[src/rtl/core/decision_stump_train_core_defines.svh]
// ----------------------------------------------------------------------------
// decision stump trainer assertion macros
// shared assertion shorthands, empty when synthesizing
// ----------------------------------------------------------------------------
`ifndef DECISION_STUMP_TRAIN_CORE_DEFINES_SVH
`define DECISION_STUMP_TRAIN_CORE_DEFINES_SVH

`ifndef SYNTHESIS
// same-cycle implication
`define DST_ASSERT_IMP(lbl, ante, cons, msg) \
  lbl: assert property (@(posedge clk_i) disable iff (!rst_ni) (ante) |-> (cons)) \
    else $error(msg);
// next-cycle implication
`define DST_ASSERT_NXT(lbl, ante, cons, msg) \
  lbl: assert property (@(posedge clk_i) disable iff (!rst_ni) (ante) |=> (cons)) \
    else $error(msg);
`else
`define DST_ASSERT_IMP(lbl, ante, cons, msg)
`define DST_ASSERT_NXT(lbl, ante, cons, msg)
`endif

`endif

[src/rtl/core/dst_pkg.sv]
// ----------------------------------------------------------------------------
// dst_pkg
// constants, types and state codes of the decision stump trainer
// ----------------------------------------------------------------------------
`default_nettype none

package dst_pkg;

  // capacity
  localparam int unsigned MAX_SAMPLES  = 1024;
  localparam int unsigned MAX_FEATURES = 16;

  // derived widths
  localparam int unsigned SIW = $clog2(MAX_SAMPLES);
  localparam int unsigned SCW = $clog2(MAX_SAMPLES + 1);
  localparam int unsigned FIW = (MAX_FEATURES > 1) ? $clog2(MAX_FEATURES) : 1;
  localparam int unsigned PW  = $clog2(MAX_FEATURES + 1);
  localparam int unsigned FAW = SIW + FIW;
  localparam int unsigned FEAT_DEPTH = MAX_SAMPLES * (1 << FIW);

  // field widths
  localparam int unsigned KEY_W = 32;
  localparam int unsigned WGT_W = 32;
  localparam int unsigned ACC_W = 42;
  localparam int unsigned BF_W  = 4;

  localparam logic [ACC_W-1:0] ACC_MAX   = {ACC_W{1'b1}};
  localparam logic [KEY_W-1:0] SIGN_FLIP = 32'h8000_0000;
  localparam logic [KEY_W-1:0] MINUS_INF = 32'h8000_0000;

  typedef enum logic [4:0] {
    ST_LOAD,
    ST_ZFILL,
    ST_FEAT,
    ST_SUM_RD,
    ST_SUM_ACC,
    ST_SRT_RD,
    ST_SRT_KEY,
    ST_SRT_RDJ,
    ST_SRT_CMP,
    ST_SRT_INS,
    ST_INF,
    ST_SW_RDA,
    ST_SW_RDB,
    ST_SW_ADD,
    ST_SW_SUB,
    ST_SW_E1,
    ST_SW_E0,
    ST_SW_PICK,
    ST_NEXT,
    ST_DONE
  } dst_state_e;

  typedef enum logic {
    ALU_ADD,
    ALU_SUB
  } dst_alu_op_e;

  typedef struct packed {
    dst_alu_op_e      op;
    logic [ACC_W-1:0] a;
    logic [ACC_W-1:0] b;
  } dst_alu_req_t;

endpackage

`default_nettype wire

[src/rtl/core/dst_alu.sv]
// ----------------------------------------------------------------------------
// dst_alu
// shared saturating add / floor-at-zero subtract for the weight sums
// ----------------------------------------------------------------------------
`default_nettype none

module dst_alu import dst_pkg::*; (
  input  wire dst_alu_req_t     req_i,
  output logic [ACC_W-1:0]      res_o
);

  logic [ACC_W:0] sum;

  assign sum = {1'b0, req_i.a} + {1'b0, req_i.b};

  // saturate on add, clamp at zero on subtract
  always_comb begin
    case (req_i.op)
      ALU_ADD: res_o = sum[ACC_W] ? ACC_MAX : sum[ACC_W-1:0];
      ALU_SUB: res_o = (req_i.a > req_i.b) ? (req_i.a - req_i.b) : '0;
      default: res_o = '0;
    endcase
  end

endmodule

`default_nettype wire

[config.mk]
export PLATFORM = sky130hd
export DESIGN_NAME = dst_alu
export DESIGN_NICKNAME = d
export VERILOG_FILES = /design/src/rtl/core/decision_stump_train_core_defines.svh /design/src/rtl/core/dst_pkg.sv /design/src/rtl/core/dst_alu.sv
export SDC_FILE = /design/constraint.sdc
export NUM_CORES = 1
export LEC_CHECK = 0
export BUFFER_PORTS_ARGS = -buffer_cell sky130_fd_sc_hd__buf_2
export CAP_MARGIN = 10
export CORE_AREA = 4 4 107 109
export DETAILED_ROUTE_END_ITERATION = 12
export DIE_AREA = 0 0 111 113
export PLACE_DENSITY = 0.81
export SLEW_MARGIN = 25
export SYNTH_ARGS = -nofsm -noshare
export SYNTH_HDL_FRONTEND = slang
export SYNTH_SLANG_ARGS = --single-unit
[constraint.sdc]
create_clock -name vclk -period 3.2
set_input_delay 0.16 -clock vclk [all_inputs]
set_output_delay 0.16 -clock vclk [all_outputs]
set_load 0.02 [all_outputs]
==> qor.csv, run 1 <==
stage,metric,value,unit
die,row count,38,
finish,layout cells sized above 1,33.65,%
yosys,Synth Area in XOR/XNOR,0.1429,%
finish,final core occ,77.70,%
worst_setup_path,WS Path Type,input pin to primary output,
worst_setup_path,crit path launch type,input pin,
routing,Post-Route WL,26430,um
yosys,Syn Area/Cell,6.592,sq um
finish,Final Cell Area,0.008238,sq mm
timing,Rel. slew slack,55.47,%
yosys,main combinational cell family by area after synthesis,compound AO/OA/AOI/OAI gates,
yosys,ranking of synthesized cells by area,"ha_1, a21oi_1, inv_1, nor2_1, o21ai_0",
yosys,Netlist Area Pre-Place,0.006131,sq mm
routing,first-pass detailed-route iteration total,7,
finish,Seq cells,0,
routing,per-cell routed wire length,20.30,um
grt,first-pass GRT wire length,39520,um
timing,Pins Over Slew Limit,0,
grt,largest net degree at the start of global routing,56,
finish,register area,0,sq um
finish,Layout area overhead,34.37,%
power_and_ir_drop,Leak,3.897,nW
grt,gr ovfl total,0,
grt,Total Routing Usage GR,37.07,%
placement,hpwl dp,19710,um
die,Core ar.,0.01060,sq mm
placement,Placer Congestion,1.000,
timing,Worst Tran Pin Value,0.6680,ns
routing,via count,8862,
finish,Ant. Diodes,0,
timing,unrepaired setup endpoints after global routing,yes,
placement,placed inst area,0.007681,sq mm
yosys,Synth Area in Compound Gates,45.06,%
yosys,"Distinct cells, synth",91,
yosys,Commonest cells post-synth,"a21oi_1, inv_1, ha_1",
die,width of the die,111,um
yosys,sequential share of the synthesized area,0,%
finish,final net count,1335,
grt,initial antenna violation count,0,
status,failing checks,setup timing,
worst_setup_path,CP arrival,3.18,ns
placement,number of buffers inserted by port buffering,127,
timing,final setup margin,-0.1402,ns
worst_setup_path,CP endpoint kind,primary output,
finish,# fillers,851,
yosys,Simple-Gate Fraction of Synth Area,24.78,%
power_and_ir_drop,Peak VDD IR,0.1746,mV
worst_hold_path,Hold Path Class,input pin to primary output,
timing,minimum clock period,3.340,ns
worst_setup_path,Crit Path Max Fanout,8,
die,die area,0.01254,sq mm
yosys,Adder-Cell Fraction of Synth Area,17.80,%
run,maxcap violations,0,
yosys,Synth area leader,ha_1,
finish,multi-input logic area,0.005763,sq mm
yosys,Mapped Nets,1101,
routing,drt first-iter violations,1151,
yosys,Mapped Cells,930,
routing,Final ANT Viol Nets,0,
timing,Final Cycle Share,104.4,%
power_and_ir_drop,P per Cell Area,237.7,mW/mm^2
status,status,"finished, violations left",
finish,CLK BUF,0,
die,Initial Utilization,57.82,%
yosys,post-synth top area share,17.14,%
timing,final setup fails,40,
grt,vias in the first global route,7919,
timing,Highest Clock Rate,299.4,MHz
yosys,most frequent cell after synthesis,a21oi_1,
clock_tree,CTS Hold Buffers Added,0,
yosys,Yosys warning total,0,
die,I/O Pins,127,
yosys,multiplexer share of the synthesized area,0,%
worst_setup_path,Critical Path RT,3.04,ns
die,Chip Height,113,um
routing,# DRC,0,
routing,Vias/cell,6.806,
timing,Final Hold Viols,0,
==> per-stage QoR <==
step | setup TNS [ns] | hold WS [ns] | instances | total power (W) | setup slack, ns
2_1_floorplan | 0 | 0.6015 | 930 | 0.001089 | 0.06940
5_1_grt | -6.961 | 0.7549 | 1302 | 0.002075 | -0.2280
6_report | -2.481 | 0.7534 | 1302 | 0.001958 | -0.1402
4_1_cts | 0 | 0.8145 | 1296 | 0.001777 | 0.004614
3_3_place_gp | -1.945 | 0.8070 | 1291 | 0.001706 | -0.1915
3_5_place_dp | -2.960 | 0.8004 | 1291 | 0.001713 | -0.1765
==> power breakdown <==
| part | internal, W | total, W | leakage [nW] | switching [W] |
|---|---|---|---|---|
| Combinational | 0.000798 | 0.00196 | 3.90 | 0.00116 |
| Clock | 0 | 0 | 0 | 0 |
| Sequential | 0 | 0 | 0 | 0 |
==> worst max-delay path: stages <==
cell       delay (ns)
buf_8            0.08
inv_4            0.03
ha_4             0.15
fa_2             0.41
and2b_4          0.28
o21bai_4         0.08
a211oi_2         0.28
o31ai_2          0.14
a2111oi_4        0.40
buf_4            0.19
o2111ai_4        0.15
nand2_4          0.18
buf_12           0.17
a21oi_1          0.08
o221ai_2         0.21
buf_4            0.18
==> layer usage <==
metal	part of all wire, %	global-route usage (%)	vias up
li1	-	-	3959
met1	39	51.97	4042
met2	44	59.59	740
met3	13	4.492	121
met4	4.1	11.25	0
met5	0	0	-
==> layout by cell type, fill, tap and decap left out, types with 17 or more instances in the layout <==
master and count:
a211oi_1 24, buf_4 168, ha_1 77, nand2_1 59
inv_1 89, nand3_1 22, a21oi_1 100, nor2_1 67
buf_2 105, a21o_1 17, nor3_1 39, o21ai_1 20
o21ai_0 52, nand2b_1 17
==> worst paths after layout <==
check	depth (start not counted)	to	start	slack [ns]
worst max-delay path	16	res_o[19]	req_i[42]	-0.14
worst min-delay path	4	res_o[0]	req_i[0]	0.75
==> repair_timing <==
item,in CTS,in global routing
buffers inserted,3,5
hold endpoints to repair,0,0
pin swaps,13,29
setup endpoints to repair,38,42
gates cloned,2,1
resized for setup,36,70
==> final cells by class <==
cell class	instances	area share, %
Inverter	92	4.222
Multi-Input combinational cell	785	69.96
Tap cell	140	2.126
Timing Repair Buffer	285	23.69
==> kinds of logic (layout without fill, tap and decap cells) <==
kind of cell | Yosys count | in the layout
and+or+nand+nor | 298 | 300
adders and majority gates | 86 | 86
AOI/OAI and AO/OA | 398 | 398
xor gates and xnor gates | 1 | 1
buffers and inverters | 147 | 377
(Power assumes the default switching activity.)
==> inputs of run 2 (changes only) <==
--- a/config.mk
+++ b/config.mk
@@ -5,7 +5,7 @@
 export SDC_FILE = /design/constraint.sdc
 export NUM_CORES = 1
 export LEC_CHECK = 0
-export BUFFER_PORTS_ARGS = -buffer_cell sky130_fd_sc_hd__buf_2
+export BUFFER_PORTS_ARGS = -buffer_cell sky130_fd_sc_hd__buf_4
 export CAP_MARGIN = 10
 export CORE_AREA = 4 4 107 109
 export DETAILED_ROUTE_END_ITERATION = 12
==> qor.csv, run 2 (synthesis results as in run 1) <==
stage,metric,value,unit,change
timing,Final Cycle Share,101.3,%,-3.1 points
worst_hold_path,"Endpoint, Worst Hold",res_o[0],,
timing,Pins Over Slew Limit,0,,unchanged
grt,GR Util met3,7.219,%,+2.7 points
finish,CLK BUF,0,,unchanged
finish,Layout area overhead,44.80,%,
power_and_ir_drop,Sw Ratio,57.81,%,-1.5 points
routing,Final ANT Viol Nets,0,,unchanged
placement,Placer Congestion,1.020,,+1.9%
worst_setup_path,"Top cell by count, worst path",buf_4,,
routing,via count,9216,,+4.0%
grt,initial antenna violation count,0,,unchanged
power_and_ir_drop,Peak VDD IR,0.1646,mV,-5.7%
die,Chip Height,113,um,unchanged
power_and_ir_drop,Comb pwr share,100.0,%,about the same
finish,layout cells sized above 1,36.66,%,+3.0 points
finish,# fillers,704,,-17%
power_and_ir_drop,P per Cell Area,241.7,mW/mm^2,+1.7%
power_and_ir_drop,internal power,0.0009051,W,+13%
grt,met1 usage,51.89,%,-0.081 points
grt,grt peak-use layer,met2,,
routing,first-pass detailed-route iteration total,7,,unchanged
finish,Seq cells,0,,unchanged
finish,final net count,1335,,unchanged
die,width of the die,111,um,unchanged
timing,minimum clock period,3.242,ns,-0.09835 ns
timing,unrepaired setup endpoints after global routing,yes,,
grt,gr ovfl total,0,,unchanged
clock_tree,CTS Hold Buffers Added,0,,unchanged
routing,Vias/cell,7.078,,+4.0%
finish,Ant. Diodes,0,,unchanged
timing,Rel. slew slack,56.59,%,+1.1 points
worst_setup_path,CP endpoint kind,primary output,,
worst_setup_path,Worst path depth,16,,unchanged
routing,Post-Route WL,29060,um,+9.9%
die,I/O Pins,127,,unchanged
die,row count,38,,unchanged
worst_setup_path,WS Path Type,input pin to primary output,,
status,status,"finished, violations left",,
finish,most frequent cells in the layout,"buf_4, a21oi_1, inv_1",,
worst_hold_path,hold depth,4,,unchanged
placement,hpwl dp,20140,um,+2.2%
die,Core ar.,0.01060,sq mm,unchanged
worst_setup_path,Bufs and invs on worst path,6,,+1
worst_setup_path,worst path cell trace,"buf_4, inv_1, ha_1, buf_4, nand2_1, nor4_1, buf_4, nand3_1, o211ai_1, a21o_1, o211ai_1, buf_4, or3b_2, a21oi_2, a211oi_2, buf_4",,
power_and_ir_drop,NetSw,0.001240,W,+6.9%
finish,"non-filler cells, final",1302,,unchanged
timing,Highest Clock Rate,308.5,MHz,+3.0%
timing,final setup margin,-0.04187,ns,+0.09835 ns
placement,number of buffers inserted by port buffering,127,,unchanged
timing,worst hold slack,0.7663,ns,+0.01294 ns
grt,Total Routing Usage GR,37.95,%,+0.88 points
timing,Worst Tran Pin Value,0.6452,ns,-0.02275 ns
worst_hold_path,hold path start,req_i[0],,
finish,"commonest non-fill, non-tap cell in the layout",buf_4,,
die,die area,0.01254,sq mm,unchanged
grt,vias in the first global route,8104,,+2.3%
grt,first-pass GRT wire length,40250,um,+1.8%
worst_setup_path,crit path launch type,input pin,,
power_and_ir_drop,clock share of power,0,%,unchanged
run,maxcap violations,0,,unchanged
worst_hold_path,Hold Path Class,input pin to primary output,,
finish,register area,0,sq um,unchanged
routing,drt first-iter violations,1340,,+16%
worst_setup_path,kind of cell adding the most delay to the critical path,compound AO/OA/AOI/OAI gates,,
worst_setup_path,Crit Path Max Fanout,7,,-1
worst_setup_path,Critical Path RT,3.04,ns,about the same
grt,met2 GRT Util,59.02,%,-0.57 points
worst_setup_path,Crit-path slowest cell,ha_1,,
status,failing checks,setup timing,,
timing,final setup fails,6,,-85%
grt,largest net degree at the start of global routing,48,,-14%
routing,# DRC,0,,unchanged
worst_setup_path,CP arrival,3.08,ns,-0.10 ns
worst_setup_path,"Largest stage delay, worst path",0.34,ns,-0.07 ns
die,Initial Utilization,57.82,%,unchanged
placement,Cells after DPL,1284,,-0.54%
power_and_ir_drop,Leak,4.052,nW,+4.0%
timing,Final Hold Viols,0,,unchanged
routing,per-cell routed wire length,22.32,um,+9.9%
power_and_ir_drop,sequential share of power,0,%,unchanged
-- run 2: cell count changes in the layout (fill, tap and decap cells not counted), sizes merged --
| cell | delta |
|---|---|
| and2 | +1 |
| buf | -2 |
| clkbuf | +2 |
| clkdlybuf4s15 | -1 |
-- run 2: layout make-up --
cell class | count | area, sq um | share of cell area [%]
multi-input combinational | 786 | 6068 | 68.36
timing repair buffer | 284 | 2286 | 25.75
inverter | 92 | 347.8 | 3.918
tap | 140 | 175.2 | 1.973
-- run 2: routing by layer --
metal  share of wire [%]  vias to the layer above  wire, um
li1                    -                     3969         -
met1                  36                     4090     10570
met2                  43                      914     12410
met3                  14                      243      4112
met4                 6.8                        0      1966
met5                   0                        -         0
-- run 2: how the worst max path moves through the flow --
stage                      endpoint  slack [ns]  startpoint
after floorplan           res_o[32]        0.07   req_i[42]
after global placement    res_o[41]       -0.24   req_i[13]
after detailed placement  res_o[32]       -0.24    req_i[0]
after CTS                 res_o[33]      -0.002    req_i[0]
after global routing      res_o[41]       -0.15   req_i[17]
final                     res_o[41]       -0.04   req_i[19]
-- run 2: tightest hold or removal path, cell delays in order --
cell	delay, ns
buf_8	0.08
ha_4	0.14
o21ai_1	0.07
buf_4	0.15
-- run 2: repair_timing --
item	in CTS	in global routing
setup buffers	5	8
endpoints found under the setup margin	40	42
gates resized for setup	27	120
gates cloned	2	3
pin swaps	11	31
-- run 2: metrics by stage --
step           utilization, %  total power [W]  cell area, sq um  setup TNS, ns  setup slack, ns
5_1_grt                 83.73         0.002245              8877         -1.727          -0.1459
6_report                83.73         0.002145              8877        -0.1140         -0.04187
3_3_place_gp            75.30         0.001793              7984         -2.612          -0.2358
2_1_floorplan               -         0.001089              6131              0          0.06940
3_5_place_dp            75.30         0.001810              7984         -4.651          -0.2438
4_1_cts                 77.11         0.001860              8175      -0.002293        -0.002293
-- run 2: power groups by stage --
stage	clock network, W	logic, W	registers, W
3_3_place_gp	0	0.00179	0
4_1_cts	0	0.00186	0
6_report	0	0.00215	0
3_5_place_dp	0	0.00181	0
2_1_floorplan	0	0.00109	0
5_1_grt	0	0.00225	0
